==> src/sv/sorted_set_insert_lookup_top_defines.svh <==
// Assertion macros for the sorted set block.
// Included by the modules that carry concurrent checks; needs nothing else.
`ifndef SORTED_SET_INSERT_LOOKUP_TOP_DEFINES_SVH
`define SORTED_SET_INSERT_LOOKUP_TOP_DEFINES_SVH

// Same-cycle implication, disabled while reset is asserted
`define SSIL_ASSERT_IMPL(label, clk, rst_n, ante, cons) \
	label: assert property (@(posedge clk) disable iff (!(rst_n)) (ante) |-> (cons)) \
		else $error("sorted set check failed");

// Next-cycle implication, disabled while reset is asserted
`define SSIL_ASSERT_NEXT(label, clk, rst_n, ante, cons) \
	label: assert property (@(posedge clk) disable iff (!(rst_n)) (ante) |=> (cons)) \
		else $error("sorted set check failed");

`endif

==> src/sv/ssil_pkg.sv <==
// Shared types and constants for the sorted set block.
// No dependencies; imported by the controller, the datapath and the top level.
package ssil_pkg;

	// Field widths fixed by the interface
	localparam int CMD_W     = 2;
	localparam int KEY_W     = 32;
	localparam int RIDX_W    = 4;
	localparam int POS_W     = 4;
	localparam int CNT_OUT_W = 5;

	// Default store depth
	localparam int DEFAULT_CAPACITY = 16;

	// Command codes
	localparam logic [CMD_W-1:0] CMD_INSERT = 2'd0;
	localparam logic [CMD_W-1:0] CMD_LOOKUP = 2'd1;
	localparam logic [CMD_W-1:0] CMD_READ   = 2'd2;

	// Controller to datapath commands
	typedef struct packed {
		logic load;     // capture the accepted transaction
		logic compare;  // register per-cell compare flags
		logic commit;   // update the store and load the result register
	} ssil_cmd_t;

endpackage

==> src/sv/ssil_ctrl.sv <==
// Controller state machine of the sorted set block.
// Depends on ssil_pkg; drives the datapath through ssil_cmd_t.
module ssil_ctrl
	import ssil_pkg::*;
(
	input  logic      clk,
	input  logic      arst_n,
	input  logic      in_valid,
	output logic      in_ready,
	output logic      out_valid,
	input  logic      out_ready,
	output ssil_cmd_t dp_cmd
);

	localparam logic [1:0] ST_IDLE = 2'd0;
	localparam logic [1:0] ST_CMP  = 2'd1;
	localparam logic [1:0] ST_EXE  = 2'd2;

	logic [1:0] state_q;
	logic [1:0] state_d;
	logic       out_valid_q;
	logic       slot_free;

	// Result register may be reloaded when empty or being taken this cycle
	assign slot_free = !out_valid_q || out_ready;
	assign in_ready  = (state_q == ST_IDLE);
	assign out_valid = out_valid_q;

	// Next state and commands
	always_comb begin
		state_d        = state_q;
		dp_cmd.load    = 1'b0;
		dp_cmd.compare = 1'b0;
		dp_cmd.commit  = 1'b0;
		unique case (state_q)
			ST_IDLE: begin
				if (in_valid) begin
					dp_cmd.load = 1'b1;
					state_d     = ST_CMP;
				end
			end
			ST_CMP: begin
				dp_cmd.compare = 1'b1;
				state_d        = ST_EXE;
			end
			ST_EXE: begin
				if (slot_free) begin
					dp_cmd.commit = 1'b1;
					state_d       = ST_IDLE;
				end
			end
			default: begin
				state_d = ST_IDLE;
			end
		endcase
	end

	// State and output valid flag
	always_ff @(posedge clk or negedge arst_n) begin
		if (!arst_n) begin
			state_q     <= ST_IDLE;
			out_valid_q <= 1'b0;
		end else begin
			state_q <= state_d;
			if (dp_cmd.commit) begin
				out_valid_q <= 1'b1;
			end else if (out_ready) begin
				out_valid_q <= 1'b0;
			end
		end
	end

endmodule

==> src/sv/ssil_dpath.sv <==
// Datapath of the sorted set block: row of compare-and-shift cells,
// entry count, place encoder and result register. Depends on ssil_pkg.
`include "sorted_set_insert_lookup_top_defines.svh"
module ssil_dpath
	import ssil_pkg::*;
#(
	parameter int CAPACITY = DEFAULT_CAPACITY
) (
	input  logic                    clk,
	input  logic                    arst_n,
	input  ssil_cmd_t               dp_cmd,
	input  logic [CMD_W-1:0]        cmd,
	input  logic signed [KEY_W-1:0] key_value,
	input  logic [RIDX_W-1:0]       read_index,
	output logic                    hit,
	output logic                    inserted,
	output logic                    full_drop,
	output logic [POS_W-1:0]        position,
	output logic [CNT_OUT_W-1:0]    entry_count,
	output logic signed [KEY_W-1:0] read_data,
	output logic                    read_valid
);

	localparam int IDX_W = (CAPACITY > 1) ? $clog2(CAPACITY) : 1;
	localparam int CNT_W = $clog2(CAPACITY + 1);
	localparam int CMP_W = (CNT_W > RIDX_W) ? CNT_W : RIDX_W;

	// Cells and captured transaction
	logic signed [KEY_W-1:0] entry_q [CAPACITY];
	logic [CNT_W-1:0]        count_q;
	logic [CMD_W-1:0]        cmd_q;
	logic signed [KEY_W-1:0] key_q;
	logic [RIDX_W-1:0]       ridx_q;

	// Per-cell compare flags
	logic [CAPACITY-1:0] lt_s1;
	logic [CAPACITY-1:0] eq_s1;

	logic [CAPACITY-1:0] edge_w;
	logic [IDX_W-1:0]    place;
	logic                found;
	logic                full;
	logic                is_ins;
	logic                is_look;
	logic                do_ins;
	logic                rd_ok;

	// Result register
	logic                    hit_q;
	logic                    inserted_q;
	logic                    full_drop_q;
	logic [POS_W-1:0]        position_q;
	logic [CNT_OUT_W-1:0]    entry_count_q;
	logic signed [KEY_W-1:0] read_data_q;
	logic                    read_valid_q;

	// Capture the accepted transaction
	always_ff @(posedge clk) begin
		if (dp_cmd.load) begin
			cmd_q  <= cmd;
			key_q  <= key_value;
			ridx_q <= read_index;
		end
	end

	// Each occupied cell compares its own value with the key
	always_ff @(posedge clk) begin
		if (dp_cmd.compare) begin
			for (int i = 0; i < CAPACITY; i++) begin
				lt_s1[i] <= (CNT_W'(i) < count_q) && (entry_q[i] < key_q);
				eq_s1[i] <= (CNT_W'(i) < count_q) && (entry_q[i] == key_q);
			end
		end
	end

	// Less-than flags form a thermometer; its edge marks the sorted place
	always_comb begin
		for (int i = 0; i < CAPACITY; i++) begin
			if (i == 0) begin
				edge_w[i] = !lt_s1[i];
			end else begin
				edge_w[i] = lt_s1[(i > 0) ? i - 1 : 0] && !lt_s1[i];
			end
		end
	end

	always_comb begin
		place = '0;
		for (int i = 0; i < CAPACITY; i++) begin
			place = place | (edge_w[i] ? IDX_W'(i) : IDX_W'(0));
		end
	end

	assign found   = |eq_s1;
	assign full    = (count_q == CNT_W'(CAPACITY));
	assign is_ins  = (cmd_q == CMD_INSERT);
	assign is_look = (cmd_q == CMD_LOOKUP);
	assign do_ins  = is_ins && !found && !full;
	assign rd_ok   = (cmd_q == CMD_READ) && (CMP_W'(ridx_q) < CMP_W'(count_q));

	// Shift larger entries up one cell and drop the key into its place
	always_ff @(posedge clk) begin
		if (dp_cmd.commit && do_ins) begin
			for (int i = 0; i < CAPACITY; i++) begin
				if (IDX_W'(i) == place) begin
					entry_q[i] <= key_q;
				end else if (i > 0 && IDX_W'(i) > place) begin
					entry_q[i] <= entry_q[(i > 0) ? i - 1 : 0];
				end
			end
		end
	end

	// Entry count
	always_ff @(posedge clk or negedge arst_n) begin
		if (!arst_n) begin
			count_q <= '0;
		end else if (dp_cmd.commit && do_ins) begin
			count_q <= count_q + CNT_W'(1);
		end
	end

	// Result register
	always_ff @(posedge clk) begin
		if (dp_cmd.commit) begin
			hit_q         <= (is_ins || is_look) && found;
			inserted_q    <= do_ins;
			full_drop_q   <= is_ins && !found && full;
			position_q    <= (((is_ins || is_look) && found) || do_ins) ?
			                 POS_W'(place) : '0;
			entry_count_q <= CNT_OUT_W'(count_q + CNT_W'(do_ins));
			read_data_q   <= rd_ok ? entry_q[IDX_W'(ridx_q)] : '0;
			read_valid_q  <= rd_ok;
		end
	end

	assign hit         = hit_q;
	assign inserted    = inserted_q;
	assign full_drop   = full_drop_q;
	assign position    = position_q;
	assign entry_count = entry_count_q;
	assign read_data   = read_data_q;
	assign read_valid  = read_valid_q;

	// Checks
	`SSIL_ASSERT_IMPL(a_count_bound, clk, arst_n, 1'b1, count_q <= CNT_W'(CAPACITY))
	`SSIL_ASSERT_IMPL(a_single_place, clk, arst_n, dp_cmd.commit, $onehot0(edge_w))
	`SSIL_ASSERT_NEXT(a_count_step, clk, arst_n, !(dp_cmd.commit && do_ins),
		count_q == $past(count_q))

endmodule

==> src/sv/sorted_set_insert_lookup_top.sv <==
// Sorted set of signed 32-bit values with insert, lookup and read.
// Input and result channels use valid/ready. A transaction is taken only
// while the block is free (in_ready high); it then goes through the cell
// compare, then resolves the place and updates the store at commit, where
// the result is loaded into the output register. A new transaction is taken
// only after the last one has committed, following the controller sequence
// idle, compare, commit.
// Commands: insert (a duplicate reports hit, a full store reports
// full_drop), lookup (hit and position) and read of the entry at
// read_index (read_valid when below the count).
// If the receiver stalls, the result holds in the output register; the next
// transaction is still accepted and compared, and waits before its commit
// until the register is free.
// Reset (arst_n low) empties the store and clears the handshake state;
// stored values are not cleared, as only occupied cells are ever read.
// Depends on ssil_pkg, ssil_ctrl and ssil_dpath.
module sorted_set_insert_lookup_top
	import ssil_pkg::*;
#(
	parameter int CAPACITY = DEFAULT_CAPACITY
) (
	input  logic                    clk,
	input  logic                    arst_n,
	input  logic                    in_valid,
	output logic                    in_ready,
	input  logic [CMD_W-1:0]        cmd,
	input  logic signed [KEY_W-1:0] key_value,
	input  logic [RIDX_W-1:0]       read_index,
	output logic                    out_valid,
	input  logic                    out_ready,
	output logic                    hit,
	output logic                    inserted,
	output logic                    full_drop,
	output logic [POS_W-1:0]        position,
	output logic [CNT_OUT_W-1:0]    entry_count,
	output logic signed [KEY_W-1:0] read_data,
	output logic                    read_valid
);

	ssil_cmd_t ctrl_cmd;

	// Controller
	ssil_ctrl u_ctrl (
		.clk       (clk),
		.arst_n    (arst_n),
		.in_valid  (in_valid),
		.in_ready  (in_ready),
		.out_valid (out_valid),
		.out_ready (out_ready),
		.dp_cmd    (ctrl_cmd)
	);

	// Datapath
	ssil_dpath #(
		.CAPACITY (CAPACITY)
	) u_dpath (
		.clk         (clk),
		.arst_n      (arst_n),
		.dp_cmd      (ctrl_cmd),
		.cmd         (cmd),
		.key_value   (key_value),
		.read_index  (read_index),
		.hit         (hit),
		.inserted    (inserted),
		.full_drop   (full_drop),
		.position    (position),
		.entry_count (entry_count),
		.read_data   (read_data),
		.read_valid  (read_valid)
	);

endmodule
==> config.mk <==
export PLATFORM = sky130hd
export DESIGN_NAME = sorted_set_insert_lookup_top
export DESIGN_NICKNAME = d
export VERILOG_FILES = /design/src/sv/ssil_pkg.sv /design/src/sv/ssil_ctrl.sv /design/src/sv/ssil_dpath.sv /design/src/sv/sorted_set_insert_lookup_top.sv
export VERILOG_INCLUDE_DIRS = /design/src /design/src/sv
export SDC_FILE = /design/constraint.sdc
export NUM_CORES = 2
export LEC_CHECK = 0
export BUFFER_PORTS_ARGS = -buffer_cell sky130_fd_sc_hd__buf_2
export CAP_MARGIN = 20
export CORE_MARGIN = 2
export CORE_UTILIZATION = 35
export CTS_CLUSTER_SIZE = 8
export DETAILED_ROUTE_END_ITERATION = 8
export PLACE_DENSITY_LB_ADDON = 0.1
export SLEW_MARGIN = 0
export SYNTH_ARGS = -nofsm -noshare
export SYNTH_HDL_FRONTEND = slang
export SYNTH_SLANG_ARGS = --single-unit
==> constraint.sdc <==
create_clock -name clk -period 7 [get_ports clk]
set_clock_uncertainty 0.05 [all_clocks]
set_input_delay 0.7 -clock clk [delete_from_list [all_inputs] [get_ports clk]]
set_output_delay 0.7 -clock clk [all_outputs]
set_load 0.005 [all_outputs]
==> run summary <==
The flow ran to the end, and the final reports show no timing, DRC or antenna violations. The placeable core area came out at roughly 0.12 mm2. Across all layers, the routed design uses 28110 vias. The headroom to the max-slew limit came out at 26.9%. The via count of the first global-routing pass came out at between 20000 and 30000. CTS placed an instance of clkbuf_16 at the clock tree root. The global-route wire length before repair is 221 mm. The clock group share of total power came out at 38.6%.

The number of buffers inserted during clock tree synthesis came out at around 90. In the post-synthesis netlist, the biggest area contributors are edfxtp_1, ha_1, mux2_2. After synthesis, the share of flip-flops with an asynchronous set or reset is under 10%. The number of max-cap violations is 0.

The initial cell density of the core came out at between 30% and 40%. The biggest area contributor in the post-synthesis netlist is edfxtp_1. The proportion of synthesized chip area in sequential cells is 46.6%.

The critical path required time came out at 7230 ps. The synthesized netlist occupies a cell area of 0.0409 mm2. The number of nets handed over by synthesis was 3565. The number of sinks on the clock net came out at 635. The share of synthesized area in the top cell type comes to a little under half. The synthesized design contains 627 enable-type register cells.

The cell count after synthesis is 3004. Using the TritonRoute via totals, the vias-per-cell ratio works out to about 6.0. The placed instance count is 4537. The area growth from synthesis to layout is 12.2%. Once layout is done, the placed cells without fillers occupy 0.0459 mm2. The sequential share of power came out at 42.0%. The detailed router finished its first iteration with around 3000 violations. The total power draw is roughly 11 mW. Entering global routing, the biggest net connects between 80 and 90 pins.

The slew at the pin with the worst max-slew slack is 1090 ps. The number of top-level pins came out at 89. The count of final hold-check violations is 0. The floorplan row count came out at between 100 and 150.

The number of nets with antenna violations after routing is 0. STA puts the critical path data arrival time at 5020 ps. The number of different library cells used by synthesis comes to 55. Before antenna repair, the detailed router went through 7 iterations. TritonCTS built the clock tree. The clock-pin transition on the worst setup and hold timing paths is roughly 50 ps. The predominant post-synthesis flop cell is edfxtp_1. The net switching power of the design came out at between 3 and 4 mW. The filler cell count is 10902. The detailed-placement wirelength estimate came out at 111 mm.

Internal power comes to 7.75 mW. Dividing total power by cell area gives a power density of ~240 mW/mm2. The count of cells resized by post-cts repair is 0. Setup repair after global routing left no endpoint under its margin.

The count of cells in the finished layout, fillers not included, comes to roughly 4700. In this run the worst hold path is classified as input port to register. The number of slew-limit violations in the final report was 0.

The number of buffer cells added on primary ports came out at 88. The worst setup path is captured at a register. The overall routed net length came out at 156 mm. Dividing the detail-routed wire length by the instance count gives 33.6 um.

Global routing finished with a remaining overflow of 0. The area of combinational cells with multiple inputs came out at roughly 0.021 mm2. The proportion of layout cells with a drive suffix above 1 is ~27%. The net switching share of the total power came out at 28.3%. At the later pin of the worst-skew pair, clock insertion delay measures 670 ps.

The deepest clock path buffer count is 3. The instance area at placement came out at between 0.04 and 0.05 mm2. The maximum operating frequency came out at around 0.21 GHz.

The die covers roughly 0.12 mm2. The number of H-tree branching levels is 3. The post-route clock period utilization is 68.5%.

The shortest clock period the worst path allows after layout came out at 4790 ps. The average size of a mapped cell is 13.6 um2. The worst setup path is launched from a register. The worst-case vdd ir drop came out at 162 uV. The worst setup path is of the register to register kind. The register cell area after layout is around 0.019 mm2. The routability congestion estimate from global placement came out at 0.975. The number of DRC violations after detailed routing came out at 0. Setup slack on the worst reg-to-reg path comes out at 2210 ps.

From bottom edge to top edge, the die measures 346 um. The final-layout setup total negative slack came out at 0 ps. The maximum net fanout on the critical path came out at 48. The synthesis warning total is 0. Setup violations remaining at the end of the flow were counted as 0. The x dimension of the die came out at 346 um. The initial antenna violation count came out at 4.

The total track usage is 25.9%. The power share of the combinational group came out at 19.4%. The standby leakage power came out at 17.0 nW. The final net count is 3668. The flop and latch count out of synthesis came out at 635.
[repair_timing]
action / CTS / global route
hold buffers: 1 / 0
setup buffers: 0 / 0
endpoints found under the hold margin: 8 / 0
endpoints found under the setup margin: 0 / 0
[cells in the mapped netlist (3+ instances only)]
cell type and instances:
or4_1 4, and4_1 44, o211ai_1 21, or3_1 6
a22o_1 6, and3_1 5, edfxtp_1 627, o21a_1 10
mux2_2 415, buf_1 19, nor2b_1 71, nand2_1 180
inv_1 75, o21ai_0 100, a221o_1 8, a21oi_1 198
o21ai_1 8, nor2_1 64, nor3_1 23, o41ai_1 6
ha_1 519, mux4_2 160, clkbuf_1 92, a21o_1 47
o31a_1 6, nor4_1 25, mux2i_1 3, nand2b_1 9
dfrtp_1 8, nand4_1 64, nand3_1 47, mux2_1 38
xnor2_1 6, a21boi_0 14, and2_1 4, a221oi_1 28
buf_2 19
[through the flow]
step | setup WS [ps] | utilization, % | hold WS, ps
floorplan | 652 | - | 354
global placement | 2120 | 37.3 | 474
detailed placement | 2150 | 37.3 | 474
CTS | 2140 | 39.5 | 110
global route | 1990 | 39.5 | 122
finish | 2210 | 39.5 | 156
[kinds of logic (layout without fill, tap and decap cells)]
group	Yosys count	count (layout)	share of synthesized area (%)
flip-flops	635	635	46.6
multiplexers	616	616	21.4
AND/OR/NAND/NOR	555	555	7.11
adder cells (fa/ha/maj)	519	519	15.9
AO/OA/AOI/OAI	464	464	6.93
buffers and inverters	208	333	1.99
XOR/XNOR	7	7	0.150
other	0	1	0
[per-layer routing]
layer / track usage [%] / share of wire [%] / wire (um)
met3: 4.73 / 5.9 / 9270
met1: 34.4 / 43 / 67700
met2: 42.3 / 47 / 73800
met4: 8.96 / 3.6 / 5650
met5: 0 / 0.0070 / 11
[placed cells by master, fill, tap and decap left out, types with 38 or more instances in the layout]
master     count
a21o_1        47
a21oi_1      198
and4_1        44
buf_2         88
buf_4         48
clkbuf_16     97
edfxtp_1     627
ha_1         519
inv_1         64
mux2_1        38
mux2_2       415
mux4_2       160
nand2_1      178
nand3_1       47
nand4_1       64
nor2_1        63
nor2b_1       69
o21ai_0       99
[area by class of cell]
type / instances / share of cell area [%]
antenna: 1 / 0.00546
clock buffer: 110 / 5.40
clock inverter: 5 / 0.106
inverter: 76 / 0.625
multi-input combinational: 2161 / 46.2
sequential: 635 / 41.5
tap: 1524 / 4.16
timing repair buffer: 142 / 1.99
[power groups by stage]
stage	logic [mW]	registers (mW)	clock network, mW
floorplan	1.37	4.54	0
global placement	2.05	4.61	0
detailed placement	2.08	4.62	0
CTS	2.09	4.54	4.26
global route	2.28	4.56	4.39
finish	2.09	4.54	4.18
[flip-flops by register name, summed over array words and instances (netlist names)]
name	count
u_ctrl.out_valid	1
u_ctrl.state_q	2
u_dpath.hit	1
u_dpath.entry_count	5
u_dpath.count_q	5
u_dpath.inserted	1
u_dpath.read_data	32
u_dpath.full_drop	1
u_dpath.key_q	32
u_dpath.position	4
u_dpath.entry_q	512
u_dpath.ridx_q	4
u_dpath.read_valid	1
u_dpath.eq_s1	16
u_dpath.cmd_q	2
u_dpath.lt_s1	16
[worst max-delay path, stage by stage (launching register included)]
cell and delay (ps):
dfrtp_1 550, inv_1 200, ha_1 220, and4_1 200
nor4bb_4 280, buf_4 800, and2_4 740, o21ai_4 90
buf_4 350, inv_2 830
[final timing paths]
kind,start,endpoint,depth (start not counted)
max in group asynchronous,arst_n,u_dpath.count_q[0],2
worst max-delay path,u_dpath.count_q[1],u_dpath.entry_q[4][6],9
worst min register to register,u_ctrl.out_valid,u_ctrl.out_valid,2
worst max register to register,u_dpath.count_q[1],u_dpath.entry_q[4][6],9
min in group asynchronous,arst_n,u_dpath.count_q[4],2
worst min-delay path,read_index[1],u_dpath.ridx_q[1],1
(Power assumes the default switching activity.)
